### config.mk
export PLATFORM = sky130hd
export DESIGN_NAME = multi_rate_task_trigger_timer
export DESIGN_NICKNAME = d
export VERILOG_FILES = /design/src/rtl/mrtt_pkg.sv /design/src/rtl/multi_rate_task_trigger_timer.sv
export SDC_FILE = /design/constraint.sdc
export NUM_CORES = 2
export LEC_CHECK = 0
export BUFFER_PORTS_ARGS = -buffer_cell sky130_fd_sc_hd__buf_2
export CAP_MARGIN = 5
export CORE_MARGIN = 4
export CORE_UTILIZATION = 40
export DETAILED_ROUTE_END_ITERATION = 8
export PLACE_DENSITY = 0.54
export SLEW_MARGIN = 20
export SYNTH_ARGS = -nofsm -noshare
export SYNTH_HDL_FRONTEND = slang
export SYNTH_SLANG_ARGS = --single-unit
### constraint.sdc
create_clock -name clock -period 3.16 [get_ports clock]
set_input_delay 0.632 -clock clock [delete_from_list [all_inputs] [get_ports clock]]
set_output_delay 0.632 -clock clock [all_outputs]
set_load 0.02 [all_outputs]
### src/rtl/mrtt_pkg.sv
// package with command codes and register indexes of the multi-rate task trigger timer
package mrtt_pkg;

   typedef enum logic [1:0] {
      CMD_TICK    = 2'd0,
      CMD_START   = 2'd1,
      CMD_ACK     = 2'd2,
      CMD_SERVICE = 2'd3
   } cmd_type;

   localparam logic [2:0] CSR_FAST_DIV    = 3'd0;
   localparam logic [2:0] CSR_SLOW_DIV    = 3'd1;
   localparam logic [2:0] CSR_FAST_COUNT  = 3'd2;
   localparam logic [2:0] CSR_SLOW_COUNT  = 3'd3;
   localparam logic [2:0] CSR_FAST_START  = 3'd4;
   localparam logic [2:0] CSR_FAST_PERIOD = 3'd5;
   localparam logic [2:0] CSR_SLOW_START  = 3'd6;
   localparam logic [2:0] CSR_SLOW_PERIOD = 3'd7;

   localparam logic [7:0] START_SATURATE = 8'd255;

   function automatic logic [15:0] start_load(input logic [7:0] v);
      logic [15:0] r;
      r = (v == START_SATURATE) ? 16'd255 : {8'd0, v} + 16'd1;
      return r;
   endfunction

endpackage

### src/rtl/multi_rate_task_trigger_timer.sv
// top level of the multi-rate task trigger timer
//
// req channel: one command word per accepted transfer (tick, start, acknowledge
// fast task, service slow tick) with a task id used by acknowledge.
// rsp channel: exactly one word per command: fast pending mask, slow pending
// flag, slow due mask and an ignored flag, all as left by that command.
// csr port: single-cycle writes of the eight configuration registers.
// latency: the response word is valid the cycle after the command is accepted.
// throughput: one command per cycle; all counters update in parallel in the
// cycle of acceptance, the response register is the only pipeline stage.
// req_ready is high outside reset whenever the response register is empty or
// being taken, so a stalled receiver holds rsp_* and blocks only new commands.
// reset (synchronous): all counters, prescalers and pending bits clear, the
// dividers load 1, the other csr registers 0; the response register empties.
module multi_rate_task_trigger_timer #(
   parameter int FAST_TASKS = 8,
   parameter int SLOW_TASKS = 4
) (
   input  logic        clock,
   input  logic        reset,
   input  logic        req_valid,
   output logic        req_ready,
   input  logic [1:0]  req_command,
   input  logic [2:0]  req_task_id,
   output logic        rsp_valid,
   input  logic        rsp_ready,
   output logic [7:0]  rsp_fast_pending,
   output logic        rsp_slow_pending,
   output logic [3:0]  rsp_slow_due,
   output logic        rsp_ignored,
   input  logic        csr_wr_en,
   input  logic [2:0]  csr_index,
   input  logic [63:0] csr_data
);

   logic [15:0] fast_div_ff, slow_div_ff;
   logic [3:0]  fast_count_ff;
   logic [2:0]  slow_count_ff;
   logic [63:0] fast_start_ff, fast_period_ff, slow_period_ff;
   logic [31:0] slow_start_ff;

   logic [15:0] fast_pre_ff, fast_pre_in;
   logic [15:0] slow_pre_ff, slow_pre_in;
   logic [15:0] fast_cnt_ff [FAST_TASKS];
   logic [15:0] fast_cnt_in [FAST_TASKS];
   logic [15:0] slow_cnt_ff [SLOW_TASKS];
   logic [15:0] slow_cnt_in [SLOW_TASKS];
   logic [FAST_TASKS-1:0] fast_pend_ff, fast_pend_in;
   logic slow_pend_ff, slow_pend_in;
   logic [SLOW_TASKS-1:0] due_in;
   logic ign_in;

   logic rsp_valid_ff;
   logic [7:0] rsp_fast_ff;
   logic rsp_slow_ff, rsp_ign_ff;
   logic [3:0] rsp_due_ff;

   logic accept;
   logic [3:0] nf;
   logic [2:0] ns;

   assign req_ready = !reset && (!rsp_valid_ff || rsp_ready);
   assign accept    = req_valid && req_ready;
   assign nf = (fast_count_ff > 4'(FAST_TASKS)) ? 4'(FAST_TASKS) : fast_count_ff;
   assign ns = (slow_count_ff > 3'(SLOW_TASKS)) ? 3'(SLOW_TASKS) : slow_count_ff;

   always_comb begin
      logic        fstep;
      logic [15:0] fdec, sdec, cdec, per;
      logic        hit;
      fast_pre_in  = fast_pre_ff;
      slow_pre_in  = slow_pre_ff;
      fast_cnt_in  = fast_cnt_ff;
      slow_cnt_in  = slow_cnt_ff;
      fast_pend_in = fast_pend_ff;
      slow_pend_in = slow_pend_ff;
      due_in       = '0;
      ign_in       = 1'b0;
      fstep        = 1'b0;
      fdec         = fast_pre_ff - 16'd1;
      sdec         = slow_pre_ff - 16'd1;
      cdec         = '0;
      per          = '0;
      hit          = 1'b0;
      unique case (mrtt_pkg::cmd_type'(req_command))
         mrtt_pkg::CMD_TICK: begin
            if (fast_div_ff > 16'd1) begin
               fast_pre_in = fdec;
               if (fdec == 16'd0) begin
                  fast_pre_in = fast_div_ff;
                  fstep       = 1'b1;
               end
            end else begin
               fstep = 1'b1;
            end
            if (fstep) begin
               for (int i = 0; i < FAST_TASKS; i++) begin
                  if (4'(i) < nf) begin
                     cdec = fast_cnt_ff[i] - 16'd1;
                     fast_cnt_in[i] = cdec;
                     if (cdec == 16'd0) fast_pend_in[i] = 1'b1;
                  end
               end
            end
            if (slow_div_ff > 16'd1) begin
               slow_pre_in = sdec;
               if (sdec == 16'd0) slow_pend_in = 1'b1;
            end else begin
               slow_pend_in = 1'b1;
            end
         end
         mrtt_pkg::CMD_START: begin
            fast_pend_in = '0;
            slow_pend_in = 1'b0;
            fast_pre_in  = 16'd1;
            slow_pre_in  = 16'd1;
            for (int i = 0; i < FAST_TASKS; i++) begin
               if (4'(i) < nf) fast_cnt_in[i] = mrtt_pkg::start_load(fast_start_ff[8*i +: 8]);
            end
            for (int i = 0; i < SLOW_TASKS; i++) begin
               if (3'(i) < ns) slow_cnt_in[i] = mrtt_pkg::start_load(slow_start_ff[8*i +: 8]);
            end
         end
         mrtt_pkg::CMD_ACK: begin
            for (int i = 0; i < FAST_TASKS; i++) begin
               if (3'(i) == req_task_id && 4'(i) < nf && fast_pend_ff[i]) hit = 1'b1;
            end
            ign_in = !hit;
            for (int i = 0; i < FAST_TASKS; i++) begin
               if (hit && 3'(i) == req_task_id) begin
                  per = {8'd0, fast_period_ff[8*i +: 8]};
                  fast_cnt_in[i]  = (per == 16'd0) ? 16'd1 : per;
                  fast_pend_in[i] = 1'b0;
               end
            end
         end
         mrtt_pkg::CMD_SERVICE: begin
            if (!slow_pend_ff) begin
               ign_in = 1'b1;
            end else begin
               slow_pre_in  = slow_div_ff;
               slow_pend_in = 1'b0;
               for (int i = 0; i < SLOW_TASKS; i++) begin
                  if (3'(i) < ns) begin
                     cdec = slow_cnt_ff[i] - 16'd1;
                     slow_cnt_in[i] = cdec;
                     if (cdec == 16'd0) begin
                        per = slow_period_ff[16*i +: 16];
                        slow_cnt_in[i] = (per == 16'd0) ? 16'd1 : per;
                        due_in[i] = 1'b1;
                     end
                  end
               end
            end
         end
         default: ign_in = 1'b0;
      endcase
   end

   always_ff @(posedge clock) begin
      if (reset) begin
         fast_div_ff    <= 16'd1;
         slow_div_ff    <= 16'd1;
         fast_count_ff  <= '0;
         slow_count_ff  <= '0;
         fast_start_ff  <= '0;
         fast_period_ff <= '0;
         slow_start_ff  <= '0;
         slow_period_ff <= '0;
      end else if (csr_wr_en) begin
         unique case (csr_index)
            mrtt_pkg::CSR_FAST_DIV:    fast_div_ff    <= csr_data[15:0];
            mrtt_pkg::CSR_SLOW_DIV:    slow_div_ff    <= csr_data[15:0];
            mrtt_pkg::CSR_FAST_COUNT:  fast_count_ff  <= csr_data[3:0];
            mrtt_pkg::CSR_SLOW_COUNT:  slow_count_ff  <= csr_data[2:0];
            mrtt_pkg::CSR_FAST_START:  fast_start_ff  <= csr_data;
            mrtt_pkg::CSR_FAST_PERIOD: fast_period_ff <= csr_data;
            mrtt_pkg::CSR_SLOW_START:  slow_start_ff  <= csr_data[31:0];
            mrtt_pkg::CSR_SLOW_PERIOD: slow_period_ff <= csr_data;
            default:                   fast_div_ff    <= fast_div_ff;
         endcase
      end
   end

   always_ff @(posedge clock) begin
      if (reset) begin
         fast_pre_ff  <= '0;
         slow_pre_ff  <= '0;
         fast_pend_ff <= '0;
         slow_pend_ff <= 1'b0;
         for (int i = 0; i < FAST_TASKS; i++) fast_cnt_ff[i] <= '0;
         for (int i = 0; i < SLOW_TASKS; i++) slow_cnt_ff[i] <= '0;
      end else if (accept) begin
         fast_pre_ff  <= fast_pre_in;
         slow_pre_ff  <= slow_pre_in;
         fast_pend_ff <= fast_pend_in;
         slow_pend_ff <= slow_pend_in;
         fast_cnt_ff  <= fast_cnt_in;
         slow_cnt_ff  <= slow_cnt_in;
      end
   end

   always_ff @(posedge clock) begin
      if (reset) begin
         rsp_valid_ff <= 1'b0;
      end else if (accept) begin
         rsp_valid_ff <= 1'b1;
      end else if (rsp_ready) begin
         rsp_valid_ff <= 1'b0;
      end
   end

   always_ff @(posedge clock) begin
      if (accept) begin
         rsp_fast_ff <= 8'(fast_pend_in);
         rsp_slow_ff <= slow_pend_in;
         rsp_due_ff  <= 4'(due_in);
         rsp_ign_ff  <= ign_in;
      end
   end

   assign rsp_valid        = rsp_valid_ff;
   assign rsp_fast_pending = rsp_fast_ff;
   assign rsp_slow_pending = rsp_slow_ff;
   assign rsp_slow_due     = rsp_due_ff;
   assign rsp_ignored      = rsp_ign_ff;

endmodule

==> metrics.md <==
| Metric | Value |
|---|---|
| Hold Path Depth | `3` |
| Final GP Congestion | `0.917` |
| Layout area overhead | `15.5%` |
| CP arrival | `3.50 ns` |
| Routed WL per cell | `20.8 um` |
| DP Worst Slack | `0.0138 ns` |
| Post-Syn Nets | `4096` |
| Crit path buffers/inverters | `1` |
| Area share of the largest cell type after synthesis | `34.1%` |
| Routed Antenna Nets | `0` |
| Detail-routed via count per cell | `5.91` |
| Pwr Density | `about 500 nW/um^2` |
| Status | `completed` |
| HPWL after DPL | `roughly 73000 um` |
| TritonCTS Buffers | `59` |
| Hold Crit Class | `in -> reg` |
| Crit path max fanout | `8` |
| Worst slew pin tran | `1.04 ns` |
| Core Area | `71900 um^2` |
| Initial Util | `40.6%` |
| Ys async rst share | `0%` |
| Simple-gate share of the synthesized area | `28.8%` |
| DIE AREA | `77300 um^2` |
| Post-synthesis mux area share | `1.22%` |
| Clock slew at reported path FFs | `0.06 ns` |
| DR DRC count | `0` |
| Mapped Area | `29200 um^2` |
| Count leader, synth | `nand2_1` |
| Min Clock Period, post-route | `3.00 ns` |
| Total grt overflow | `0` |
| Period utilization | `95.0%` |
| Die width | `278 um` |
| Reg2reg setup slack | `0.16 ns` |
| Pleak | `12.1 nW` |
| Final setup violating endpoints | `0` |
| Synth Area in Adders | `1.93%` |
| DR vias | `29.9k` |
| Crit-path most repeated cell | `nor4_1` |
| Main synth FF type | `dfxtp_1` |
| TNS Setup | `0 ns` |
| Combinational family with the most area after synthesis | `simple AND/OR/NAND/NOR gates` |
| Hold-fix buffers, CTS | `0` |
| PnR worst setup slack | `0.158 ns` |
| Max Cap Viol | `0` |
| Final core occ | `46.9%` |
| Port bufs | `92` |
| Vias in the first global route | `27.3k` |
| Endpoint class of the critical path | `flop` |
| Critical Path RT | `3.66 ns` |
| Slowest stage delay, CP | `0.78 ns` |
| CTS HTree Levels | `2` |
| Final net count | `~4.2k` |
| Clk root buf | `clkbuf_16` |
| Post-Syn Area per Cell | `7.34 um^2` |
| Slowest cell on the critical path | `nor4_1` |
| Fraction of layout cells with a size suffix above 1 | `11.9%` |
| Post-synth EDFFs | `14` |
| Initial DRC count | `2869` |
| Top cells by count, synth | `nand2_1, dfxtp_1, a21oi_1` |
| Final hold violation count | `0` |
| Cells on worst reg2reg path | `8` |
| Worst setup path category | `reg -> reg` |
| Peak Freq | `0.333 GHz` |
| I/O pin total | `93` |
| Final wirelength | `between 100000 and 150000 um` |
| Top cell type by total area after synthesis | `dfxtp_1` |
| Max VDD drop | `between 0.0004 and 0.0005 V` |
| Worst slew margin | `a little over 30%` |
| WP depth | `8` |
| Post-synthesis sequential area ratio | `about 36%` |
| Critical Path Source Type | `flop` |
| Worst skew pair latency | `0.65 ns` |
| Die height | `approximately 280 um` |
| Total power | `17.0 mW` |
| Seq cells post-synth | `511` |
| Comb pwr share | `17.4%` |
| Cell-internal power | `11.9 mW` |
| Synth Instances | `3974` |
| CTS tree | `done` |
| Flop pwr share | `40.4%` |
| Antenna violations before repair | `10` |
| NetSw | `approximately 5.1 mW` |
| Clk_skew | `0.0451 ns` |
| Fin. max-slew vios | `0` |
| XOR/XNOR Fraction of Synth Area | `2.94%` |
| Net Sw Frac | `29.9%` |
| Clk pwr share | `a little over two fifths` |
| Worst hold margin | `approximately 0.24 ns` |
| Maximum clock path buffer count | `3` |
| Largest net degree at the start of global routing | `157` |
| Compound-Gate Fraction of Synth Area | `24.3%` |
| Yosys cell types | `90` |
| Synth area leaders | `dfxtp_1, nand2_1, a21oi_1, o21ai_0, nor2_1` |
| First-pass GRT wire length | `161000 um` |
| Row count | `98` |
| Total track usage | `25.7%` |
| Crit path cell chain | `nor4_1 > a21oi_1 > nor4_1 > nor4b_1 > and2_1 > buf_4 > mux2i_1 > a211oi_1` |
| Crit-path leading delay family | `simple AND/OR/NAND/NOR gates` |
| Clock Sinks | `511` |
| Initial DRT Pass Iterations | `7` |
| Synth warn | `0` |
## flip-flops by register name, indices dropped and copies added (netlist names), 32 cells and up
register        flops
fast_cnt_ff       128
fast_start_ff      64
slow_start_ff      32
fast_period_ff     64
slow_period_ff     64
slow_cnt_ff        64
## placed cells by master, fill, tap and decap left out, types with 32 or more instances in the layout
master,n
a211oi_1,35
a21oi_1,420
a22oi_1,38
a31oi_1,63
and3_1,47
buf_2,91
buf_4,197
clkbuf_16,61
dfxtp_1,496
ha_1,41
inv_1,108
nand2_1,741
nand3_1,140
nand4_1,55
nor2_1,278
nor3_1,143
nor4_1,105
o21ai_0,211
o31ai_1,54
o32ai_1,32
or3_1,43
or4_1,34
xnor2_1,48
xor2_1,50
## power groups by stage
stage | combinational [mW] | clock (mW) | sequential, mW
floorplan | 1.92 | 0 | 6.93
global placement | 2.90 | 0 | 7.01
detailed placement | 2.89 | 0 | 7.01
CTS | 2.91 | 7.33 | 6.87
global route | 3.26 | 7.56 | 6.90
finish | 2.96 | 7.17 | 6.88
## final cells by class
cell class | count | area [um^2]
Clock buffer | 82 | 1670
Inverter | 112 | 423
Tap cell | 950 | 1190
Sequential cell | 511 | 10400
Antenna cell | 3 | 7.51
Fill cell | 7440 | 38200
Timing Repair Buffer | 306 | 2300
Clock inverter | 27 | 342
Multi-Input combinational cell | 3063 | 17400
## final timing paths
path,start,endpoint
min reg2reg,fast_cnt_ff[15],fast_cnt_ff[15]
max,slow_cnt_ff[53],slow_cnt_ff[49]
min,csr_data[62],slow_period_ff[62]
max reg2reg,slow_cnt_ff[53],slow_cnt_ff[49]
## per-layer routing
layer  vias to the layer above  global-route usage [%]  part of all wire [%]
li1                      14600                       -                     -
met1                     14300                    36.6                    47
met2                       841                    41.4                    45
met3                       145                    3.18                   5.3
met4                         4                    6.60                   2.1
met5                         -                       0                 0.032
## tightest hold or removal path: stages
cell	delay [ns]
buf_2	0.11
nand2_1	0.05
a21oi_1	0.05
## metrics by stage
step / instances / instance area (um^2)
after global placement: 4939 / 31600
after floorplan: 3974 / 29200
final: 5054 / 33700
after detailed placement: 4939 / 31600
after CTS: 5048 / 33600
after global routing: 5054 / 33700
## timing repair
item / in CTS / in global routing
setup endpoints to repair: 0 / 53
buffers inserted: 0 / 1
gates resized for setup: 0 / 11
## cells by family after synthesis
family | Yosys count
compound gates | 1123
xor+xnor | 98
fa+ha+maj | 45
buf+inv | 400
flops | 511
mux | 35
simple gates | 1762
(Power assumes the default switching activity.)
